===== src/rtl/core/u8u16_pkg.sv =====
// shared types and constants for the utf-8 to utf-16 transcoder
`default_nettype none

package u8u16_pkg;

  // one input request: a raw utf-8 byte and its end-of-text mark
  typedef struct packed {
    logic [7:0] text_byte;
    logic       end_of_text;
  } in_item_t;

  // one result request: a utf-16 unit with its flags
  typedef struct packed {
    logic [15:0] code_unit;
    logic        decode_error;
    logic        last_of_run;
    logic        text_done;
  } out_item_t;

  // results produced by one decoded byte, handed to the output queue
  typedef struct packed {
    logic [1:0] n;
    out_item_t  item0;
    out_item_t  item1;
  } push_t;

  // byte class masks and codes
  localparam logic [7:0] LEAD2_MASK = 8'hE0;
  localparam logic [7:0] LEAD2_CODE = 8'hC0;
  localparam logic [7:0] LEAD3_MASK = 8'hF0;
  localparam logic [7:0] LEAD3_CODE = 8'hE0;
  localparam logic [7:0] LEAD4_MASK = 8'hF8;
  localparam logic [7:0] LEAD4_CODE = 8'hF0;
  localparam logic [7:0] CONT_MASK  = 8'hC0;
  localparam logic [7:0] CONT_CODE  = 8'h80;

  // surrogate construction
  localparam logic [20:0] SUPP_BASE    = 21'h10000;
  localparam logic [15:0] SURR_HI_BASE = 16'hD800;
  localparam logic [15:0] SURR_LO_BASE = 16'hDC00;

  // overlong limits on the second byte of three and four byte sequences
  localparam logic [5:0] OVL3_LIMIT = 6'h20;
  localparam logic [5:0] OVL4_LIMIT = 6'h10;

endpackage

`default_nettype wire


===== src/rtl/core/u8u16_decoder.sv =====
// per-byte sequence decoder with pending-sequence state and surrogate split
`default_nettype none

module u8u16_decoder
  import u8u16_pkg::*;
(
  input  wire logic     clk,
  input  wire logic     rst_n,
  input  wire logic     item_valid,
  input  wire in_item_t item,
  input  wire logic     check_overlong,
  input  wire logic [1:0] free_slots,
  output logic          fire,
  output push_t         push
);

  logic [1:0]  pend_r, pend_nxt;
  logic [20:0] ps_r, ps_nxt;
  logic        ovs_r, ovs_nxt;
  logic        err_r, err_nxt;

  logic        give_err;
  logic        give_sc;
  logic [20:0] sc;
  logic [20:0] sc_off;
  logic [5:0]  low;
  logic        over;
  logic [20:0] ps_shift;
  logic [1:0]  pend_dec;
  logic [7:0]  b;
  logic        eot;
  push_t       res;

  assign b        = item.text_byte;
  assign eot      = item.end_of_text;
  assign low      = b[5:0];
  assign ps_shift = {ps_r[14:0], low};
  assign pend_dec = pend_r - 2'd1;

  // next state of the sequence tracker
  always_comb begin
    pend_nxt = pend_r;
    ps_nxt   = ps_r;
    ovs_nxt  = ovs_r;
    err_nxt  = err_r;
    give_err = 1'b0;
    give_sc  = 1'b0;
    sc       = '0;
    over     = 1'b0;
    if (err_r) begin
      // drop bytes until the end of the text
      if (eot) begin
        pend_nxt = '0;
        ps_nxt   = '0;
        ovs_nxt  = 1'b0;
        err_nxt  = 1'b0;
      end
    end else if (pend_r == 2'd0) begin
      if (!b[7]) begin
        give_sc = 1'b1;
        sc      = {13'd0, b};
      end else if ((b & LEAD2_MASK) == LEAD2_CODE) begin
        ps_nxt   = {16'd0, b[4:0]};
        pend_nxt = 2'd1;
        ovs_nxt  = (b[4:1] == 4'd0);
        give_err = eot;
      end else if ((b & LEAD3_MASK) == LEAD3_CODE) begin
        ps_nxt   = {17'd0, b[3:0]};
        pend_nxt = 2'd2;
        ovs_nxt  = (b[3:0] == 4'd0);
        give_err = eot;
      end else if ((b & LEAD4_MASK) == LEAD4_CODE) begin
        ps_nxt   = {18'd0, b[2:0]};
        pend_nxt = 2'd3;
        ovs_nxt  = (b[2:0] == 3'd0);
        give_err = eot;
      end else begin
        give_err = 1'b1;
      end
    end else begin
      if ((b & CONT_MASK) != CONT_CODE) begin
        give_err = 1'b1;
      end else begin
        if (ovs_r && check_overlong) begin
          case (pend_r)
            2'd1:    over = 1'b1;
            2'd2:    over = (low < OVL3_LIMIT);
            default: over = (low < OVL4_LIMIT);
          endcase
        end
        if (over) begin
          give_err = 1'b1;
        end else begin
          ovs_nxt  = 1'b0;
          ps_nxt   = ps_shift;
          pend_nxt = pend_dec;
          if (pend_dec == 2'd0) begin
            sc      = ps_shift;
            ps_nxt  = '0;
            give_sc = 1'b1;
          end else begin
            give_err = eot;
          end
        end
      end
    end
    // an error or a finished text clears the tracker; an error before the end of the text then sets the error latch
    if (give_err || (give_sc && eot)) begin
      pend_nxt = '0;
      ps_nxt   = '0;
      ovs_nxt  = 1'b0;
      err_nxt  = 1'b0;
    end
    if (give_err && !eot) begin
      err_nxt = 1'b1;
    end
  end

  // result formation: single unit, surrogate pair or error
  assign sc_off = sc - SUPP_BASE;

  always_comb begin
    res = '0;
    if (give_err) begin
      res.n                  = 2'd1;
      res.item0.decode_error = 1'b1;
      res.item0.last_of_run  = 1'b1;
      res.item0.text_done    = eot;
    end else if (give_sc) begin
      if (sc < SUPP_BASE) begin
        res.n                 = 2'd1;
        res.item0.code_unit   = sc[15:0];
        res.item0.last_of_run = 1'b1;
        res.item0.text_done   = eot;
      end else begin
        res.n                 = 2'd2;
        res.item0.code_unit   = SURR_HI_BASE + {6'd0, sc_off[19:10]};
        res.item1.code_unit   = SURR_LO_BASE + {6'd0, sc_off[9:0]};
        res.item1.last_of_run = 1'b1;
        res.item1.text_done   = eot;
      end
    end
  end

  // decode only when the queue has room for every result of this byte
  assign fire = item_valid && (res.n <= free_slots);

  always_comb begin
    push   = res;
    push.n = fire ? res.n : 2'd0;
  end

  // tracker state
  always_ff @(posedge clk) begin
    if (!rst_n) begin
      pend_r <= '0;
      ps_r   <= '0;
      ovs_r  <= 1'b0;
      err_r  <= 1'b0;
    end else if (fire) begin
      pend_r <= pend_nxt;
      ps_r   <= ps_nxt;
      ovs_r  <= ovs_nxt;
      err_r  <= err_nxt;
    end
  end

endmodule

`default_nettype wire


===== src/rtl/core/u8u16_out_queue.sv =====
// two-entry result queue taking up to two results per cycle, one out per cycle while out_stall is low
`default_nettype none

module u8u16_out_queue
  import u8u16_pkg::*;
(
  input  wire logic  clk,
  input  wire logic  rst_n,
  input  wire push_t push,
  input  wire logic  out_stall,
  output logic       out_valid,
  output out_item_t  out_item,
  output logic [1:0] free_slots
);

  out_item_t  q_r [2];
  logic       wr_r, wr_nxt;
  logic       rd_r, rd_nxt;
  logic [1:0] count_r, count_nxt;
  logic       pop;

  assign out_valid  = (count_r != 2'd0);
  assign out_item   = q_r[rd_r];
  assign pop        = out_valid && !out_stall;
  assign free_slots = 2'd2 - count_r + {1'b0, pop};

  // pointer and fill count update
  assign wr_nxt    = wr_r ^ push.n[0];
  assign rd_nxt    = rd_r ^ pop;
  assign count_nxt = count_r + push.n - {1'b0, pop};

  always_ff @(posedge clk) begin
    if (!rst_n) begin
      wr_r    <= 1'b0;
      rd_r    <= 1'b0;
      count_r <= '0;
    end else begin
      wr_r    <= wr_nxt;
      rd_r    <= rd_nxt;
      count_r <= count_nxt;
    end
  end

  // entry storage
  always_ff @(posedge clk) begin
    if (push.n != 2'd0) begin
      q_r[wr_r] <= push.item0;
    end
    if (push.n == 2'd2) begin
      q_r[~wr_r] <= push.item1;
    end
  end

endmodule

`default_nettype wire


===== src/rtl/core/utf8_to_utf16_transcoder.sv =====
// top level of the utf-8 to utf-16 transcoder
// Usage:
//   in_valid/in_stall/in_item carry one utf-8 byte per request, with a mark on
//   the last byte of the text. out_valid/out_stall/out_item carry utf-16 code
//   units, error results and the end-of-run and end-of-text marks.
//   cfg_we/cfg_wdata write the overlong check enable; write only while idle.
// Flow: an accepted byte is held in the input stage register, decoded once
//   the result queue has room, and its results are shown from that queue.
// Throughput: one byte per cycle while the output does not stall. A scalar
//   above the basic plane gives a surrogate pair, two results; a byte is
//   decoded only when the two-entry result queue has room for all of them.
// Stall: when out_stall holds, the queue fills; the decode stage waits for
//   room for all results of its byte and in_stall rises only then. An
//   accepted byte is never lost.
// Reset: rst_n synchronous active low clears the input stage, the queue, the
//   pending sequence and the error latch; overlong checking resets to off.
`default_nettype none

module utf8_to_utf16_transcoder
  import u8u16_pkg::*;
(
  input  wire logic     clk,
  input  wire logic     rst_n,
  input  wire logic     in_valid,
  output logic          in_stall,
  input  wire in_item_t in_item,
  output logic          out_valid,
  input  wire logic     out_stall,
  output out_item_t     out_item,
  input  wire logic     cfg_we,
  input  wire logic     cfg_wdata
);

  logic       in_valid_r;
  in_item_t   in_item_r;
  logic       chk_ovl_r;
  logic       fire;
  logic [1:0] free_slots;
  push_t      push;

  // input stage holds a byte until it is decoded
  assign in_stall = in_valid_r && !fire;

  always_ff @(posedge clk) begin
    if (!rst_n) begin
      in_valid_r <= 1'b0;
    end else if (!in_stall) begin
      in_valid_r <= in_valid;
    end
  end

  always_ff @(posedge clk) begin
    if (!in_stall) begin
      in_item_r <= in_item;
    end
  end

  // configuration register
  always_ff @(posedge clk) begin
    if (!rst_n) begin
      chk_ovl_r <= 1'b0;
    end else if (cfg_we) begin
      chk_ovl_r <= cfg_wdata;
    end
  end

  u8u16_decoder u_decoder (
    .clk            (clk),
    .rst_n          (rst_n),
    .item_valid     (in_valid_r),
    .item           (in_item_r),
    .check_overlong (chk_ovl_r),
    .free_slots     (free_slots),
    .fire           (fire),
    .push           (push)
  );

  u8u16_out_queue u_out_queue (
    .clk        (clk),
    .rst_n      (rst_n),
    .push       (push),
    .out_stall  (out_stall),
    .out_valid  (out_valid),
    .out_item   (out_item),
    .free_slots (free_slots)
  );

endmodule

`default_nettype wire


===== config.mk =====
export PLATFORM = sky130hd
export DESIGN_NAME = utf8_to_utf16_transcoder
export DESIGN_NICKNAME = d
export VERILOG_FILES = /design/src/rtl/core/u8u16_pkg.sv /design/src/rtl/core/u8u16_decoder.sv /design/src/rtl/core/u8u16_out_queue.sv /design/src/rtl/core/utf8_to_utf16_transcoder.sv
export SDC_FILE = /design/constraint.sdc
export NUM_CORES = 1
export LEC_CHECK = 0
export BUFFER_PORTS_ARGS = -buffer_cell sky130_fd_sc_hd__buf_4
export CAP_MARGIN = 40
export CORE_AREA = 2 2 65 129
export CTS_CLUSTER_DIAMETER = 30
export DETAILED_ROUTE_END_ITERATION = 10
export DIE_AREA = 0 0 67 131
export GPL_ROUTABILITY_DRIVEN = 0
export PLACE_DENSITY = 0.67
export SLEW_MARGIN = 5
export SYNTH_ARGS = -nofsm -noshare
export SYNTH_HDL_FRONTEND = slang
export SYNTH_SLANG_ARGS = --single-unit
export TNS_END_PERCENT = 10

===== constraint.sdc =====
create_clock -name clk -period 5.45 [get_ports clk]
set_input_delay 0 -clock clk [delete_from_list [all_inputs] [get_ports clk]]
set_output_delay 0 -clock clk [all_outputs]
set_load 0.02 [all_outputs]

### Yosys cells after proc, flatten, opt, wreduce, memory -nomap -nowiden

Memories as Yosys holds them, arrays and structs flattened. A register that Yosys moved wholly into a read port is not among the register bits.
Index checks and enable logic that the tools add are counted.

* memories kept: 1
* RAM bits: 38
* word-level logic and storage cells: 137
* output and inout port bits: 21
* input bits: 15
* bits in registers: 34

* bitwise gates (word level): 3
* $add $sub $neg: 8
* reductions and logical operators: 18
* magnitude comparators: 4
* multiplexer cells: 80
* equal/unequal tests: 12

Memory list
* u_out_queue.q_r: words 2, bits a word 19, read ports 1, clocked after memory_dff 1, write ports 2, line u8u16_out_queue.sv:16 `out_item_t q_r [2];`

Operators with widths (number)
* 15-bit 2-to-1 mux: 11
* 21-bit 2-to-1 mux: 5
* 18-bit 2-to-1 mux: 3
* 16-bit 2-to-1 mux: 3
* 1-bit 2-to-1 mux: 39
* 2-bit 2-to-1 mux: 17
* 15-bit by 11-bit adder with 16-bit output (first input constant): 2
* 21-bit by 17-bit < comparator with 1-bit output (second input constant): 1
* 20-bit by 17-bit subtractor with 20-bit output (second input constant): 1
* 4-bit zero test: 2
* 4-bit by 2-bit inequality test with 1-bit output (second input constant): 2
* 7-bit 2-to-1 mux: 1
* 1-bit logical AND: 6
* 6-bit by 5-bit < comparator with 1-bit output (second input constant): 1
* 6-bit < comparator (second input constant): 1
* 6-bit by 5-bit inequality test with 1-bit output (second input constant): 1
* 6-bit AND reduction: 1
* 5-bit == test (second input constant): 1
* 2-bit == test (second input constant): 2
* 4-bit == test (second input constant): 1
* 2-bit zero test: 2
* 4-bit by 3-bit inequality test with 1-bit output (second input constant): 1
* 2-bit nonzero test: 2
* 3-bit == test (second input constant): 1
* 15 further kinds: 18

### Logic depth before layout (Yosys ltp)

* depth in word-level cells: 21
* gate-level depth with buffers: 18
* gate-level depth less buffers: 16

### By module

From an unflattened synthesis, not the netlist that was laid out.

* cell total of the unflattened synthesis: 308
* area total of the unflattened synthesis: 3814.9 µm²

Modules (own cells, without submodules)
* u8u16_out_queue: cells an instance 130, area each 2107.0 µm², seq. area each 1241.2 µm², times used 1
* u8u16_decoder: cells an instance 162, area each 1356.3 µm², seq. area each 380.4 µm², times used 1
* utf8_to_utf16_transcoder: cells an instance 16, area each 351.6 µm², seq. area each 310.3 µm², times used 1

### Worst setup path after synthesis

OpenSTA, ideal clock, no wires.

* path type: reg-to-reg
* start: register u_decoder.pend_r[0]
* end: memory u_out_queue.q_r[0][0] (netlist bit) (enable)
* setup time: 393 ps
* data required time: 5057 ps
* cell stages (with the launch flop): 14
* period minus slack after synthesis: 3924 ps
* path slack: 1526 ps
* buffers on the path: 2
* arrival time: 3531 ps
* path through: dfxtp_1 > inv_1 > ha_1 > buf_2 > nand4bb_1 > a311oi_2 > buf_2 > nand2_1 > inv_1 > ha_1 > nor2b_1 > o21ai_1 > nand3_1 > o21ai_1

RTL lines
* start: declaration: line u8u16_decoder.sv:17 `logic [1:0] pend_r, pend_nxt;`
* start signal: assignment: line u8u16_decoder.sv:161 `pend_r <= pend_nxt;`
* end: declaration: line u8u16_out_queue.sv:16

==> impl_metrics.csv <==
group,metric,value,unit
yosys,ys_seq_area_share,51.7,%
timing,period_needed,4.30,ns
critical_path,rr_worst_depth,13,
grt,antenna_found_initial,0,
clock_network,clk_latency,0.33,ns
power_and_ir_drop,comb_power_share,32.1,%
status,status,"completed",
yosys,syn_nets,353,
die,pin_count,36,
clock_network,cts_setup_buffers,0,
timing,rsz0062_at_grt,"no",
die,row_count,46,
power_and_ir_drop,seq_power_share,38.3,%
clock_network,cts.reportedPaths.clkPinSlew,0.05,ns
yosys,synth.avg_cell_area,11.2,µm²
layout,ff_latch_area,0.00189,mm²
yosys,yosysTopAreaCellShare,35.3,%
die,core-area,0.00783,mm²
route,drc,0,
die,die_area,0.00878,mm²
grt,grt_pass1_vias,2627,
die,die_h,131,µm
timing,fmax,0.232,GHz
layout,final_nets,403,
die,die_x,67,µm
timing,relSlewSlack,42.8,%
timing,final-setup-viol-count,0,
timing,worstMarginPinSlew,0.857,ns
yosys,yosysTopAreaCell,"edfxtp_1",
clock_network,cts_tree,"yes",
layout,fill_cells,693,
yosys,ys_ff_latch,73,
layout,design_area,0.00446,mm²
power_and_ir_drop,clock_power_share,29.5,%
route,vias_per_cell,5.64,
place,detailed_place.area,0.00401,mm²
critical_path,worst_setup_path_end_kind,"register",
die,start_util,46.7,%
yosys,synth_warnings,0,
critical_path,start_kind,"register",
grt,grt_pass1_wl,12500,µm
power_and_ir_drop,leakage,1.69,nW
layout,drive_above_1_share,22.5,%
yosys,synth_cell_types,57,
place,io_buffers,35,
critical_path,required,5.48,ns
worst_hold_path,hp-start,"out_stall",
grt,overflow,0,
yosys,postSynth.asyncResetShare,0,%
power_and_ir_drop,swShare,32.9,%
timing,final_hold_viol_count,0,
clock_network,h-tree-depth,3,
clock_network,clock_path_buffers,2,
grt,track_usage,19.4,%
power_and_ir_drop,p_per_area,457,mW/mm²
yosys,synthTopCellsByArea,"edfxtp_1, dfxtp_1, mux2_2, a22o_1, ha_1",
critical_path,r2r_slack,1.15,ns
clock_network,cts-root-buf,"clkbuf_16",
grt,grt_max_degree,23,
yosys,synth_cells,328,
yosys,synth_ff_type,"edfxtp_1",
critical_path,timing.rr.end,"u_out_queue.q_r[0][6]$_DFFE_PP_",
layout,area_growth,21.9,%
critical_path,arrival,4.34,ns
route,drtPass1Iterations,4,
clock_network,cts_hold_buf,14,
layout,antenna_cells,0,
power_and_ir_drop,p_int,0.00137,W
flow_run,max_cap_violations,0,
power_and_ir_drop,ir_drop,0.000349,V
timing,slew_violations,0,
worst_hold_path,hold_depth,5,
worst_hold_path,hp-class,"input pin to register",
yosys,syn-cell-area,0.00366,mm²
power_and_ir_drop,power.switching,0.000670,W
clock_network,numCtsBuffers,9,
critical_path,path_max_fanout,13,
clock_network,clkSinkCount,73,
route,drt_iter0_markers,182,
timing,fin_crit_sh,79.0,%
clock_network,cts_repair_resize_count,0,
timing,tns,0,ns
critical_path,r2r-start,"u_decoder.pend_r[0]$_SDFFE_PN0P_",
timing,clock_skew,0.00624,ns
route,finalWirelength,7730,µm
place,place_hpwl,5700,µm
route,antenna_left,0,
yosys,synth_edf_count,43,
route,num_vias,2702,
route,routedWlPerCell,16.1,µm
layout,multiInputGateArea,0.00164,mm²
critical_path,critPathKind,"register to register",
timing,timing.hold.ws,0.178,ns
-- metrics by stage --
| stage | util, % | setup WS (ns) | total power, W | std cells |
|---|---|---|---|---|
| after floorplan | - | 1.53 | 0.00123 | 328 |
| after global placement | 51.3 | 1.36 | 0.00142 | 449 |
| after detailed placement | 51.3 | 1.14 | 0.00144 | 449 |
| after CTS | 57.0 | 1.14 | 0.00205 | 479 |
| after global routing | 57.0 | 0.784 | 0.00216 | 479 |
| final | 57.0 | 1.15 | 0.00204 | 479 |
-- worst max-delay path: stages (launching register included) --
cell	delay, ns
dfxtp_1	0.38
inv_1	0.10
ha_1	0.32
nand4bb_1	0.28
a311oi_2	0.32
buf_4	0.24
a21oi_2	0.12
and2_1	0.27
ha_1	0.30
nand2_1	0.06
o21ai_1	0.29
nand3_1	0.32
o21ai_1	0.70
buf_4	0.32
-- placed cells by master, fill, tap and decap left out, types with 4 or more instances in the layout --
cell type / netlist / layout
a21oi_1: 18 / 18
a22o_1: 22 / 22
and2_1: 4 / 4
and3_1: 4 / 4
buf_4: 0 / 40
clkbuf_16: 0 / 9
dfxtp_1: 30 / 30
dlygate4sd3_1: 0 / 14
edfxtp_1: 43 / 43
ha_1: 10 / 10
inv_1: 17 / 17
mux2_2: 21 / 21
nand2_1: 17 / 17
nand3_1: 10 / 10
nand4_1: 5 / 5
nor2_1: 26 / 26
nor2b_1: 4 / 4
o21a_1: 5 / 5
o21ai_0: 10 / 10
o21ai_1: 4 / 4
o22ai_1: 5 / 5
o2bb2ai_1: 4 / 4
-- sequential cells by signal, indices dropped and copies added (netlist names), named ones only --
register	flops
chk_ovl_r	1
u_decoder.err_r	1
u_out_queue.q_r	38
u_out_queue.wr_r	1
u_out_queue.count_r	2
u_decoder.ovs_r	1
in_item_r	9
u_out_queue.rd_r	1
in_valid_r	1
u_decoder.ps_r	15
u_decoder.pend_r	2
-- Yosys cell counts, types with 6 or more instances --
library cell,n
nand2_1,17
nand3_1,10
inv_1,17
a22o_1,22
mux2_2,21
a21oi_1,18
buf_2,6
o21ai_0,10
dfxtp_1,30
nor2_1,26
edfxtp_1,43
clkbuf_1,8
ha_1,10
-- power by group through the flow --
stage               Combinational [W]  Clock [W]  Sequential [W]
CTS                          0.000658   0.000612        0.000782
detailed placement           0.000646          0        0.000792
global placement             0.000630          0        0.000787
floorplan                    0.000506          0        0.000728
global route                 0.000727   0.000638        0.000792
finish                       0.000654   0.000602        0.000781
-- kinds of logic after synthesis --
kind of cell / synth area share (%)
AOI/OAI and AO/OA: 20.1
xor gates and xnor gates: 1.20
adders and majority gates: 3.42
buffers and inverters: 3.49
DFF: 51.7
muxes: 7.29
and+or+nand+nor: 12.8
-- final cells by class --
class                      count  share of cell area (%)
clock buffer                  12                    5.30
clock inverter                 4                    1.54
inverter                      17                    1.43
multi-input combinational    223                    36.7
sequential                    73                    42.4
tap                           96                    2.69
timing repair buffer          54                    9.88
-- metal layers --
metal / up-vias / GRT usage [%] / share of wire [%]
met5: - / 0 / 0
met4: 0 / 10.6 / 2.4
met3: 15 / 3.51 / 3.5
met2: 64 / 33.8 / 55
met1: 1274 / 21.9 / 39
li1: 1349 / - / -
-- how the worst max path moves through the flow --
| stage | start | end | slack (ns) | cells past startpoint |
|---|---|---|---|---|
| floorplan | u_decoder.pend_r[0]$_SDFFE_PN0P_ | u_out_queue.q_r[0][0]$_DFFE_PP_ | 1.53 | 13 |
| global placement | u_decoder.pend_r[0]$_SDFFE_PN0P_ | u_out_queue.q_r[1][6]$_DFFE_PP_ | 1.36 | 13 |
| detailed placement | u_decoder.pend_r[0]$_SDFFE_PN0P_ | u_out_queue.q_r[1][7]$_DFFE_PP_ | 1.14 | 13 |
| CTS | u_decoder.pend_r[0]$_SDFFE_PN0P_ | u_out_queue.q_r[1][7]$_DFFE_PP_ | 1.14 | 13 |
| global route | u_decoder.pend_r[0]$_SDFFE_PN0P_ | u_out_queue.q_r[1][7]$_DFFE_PP_ | 0.78 | 13 |
| finish | u_decoder.pend_r[0]$_SDFFE_PN0P_ | u_out_queue.q_r[0][6]$_DFFE_PP_ | 1.15 | 13 |
Power figures use the tool's default switching activity.
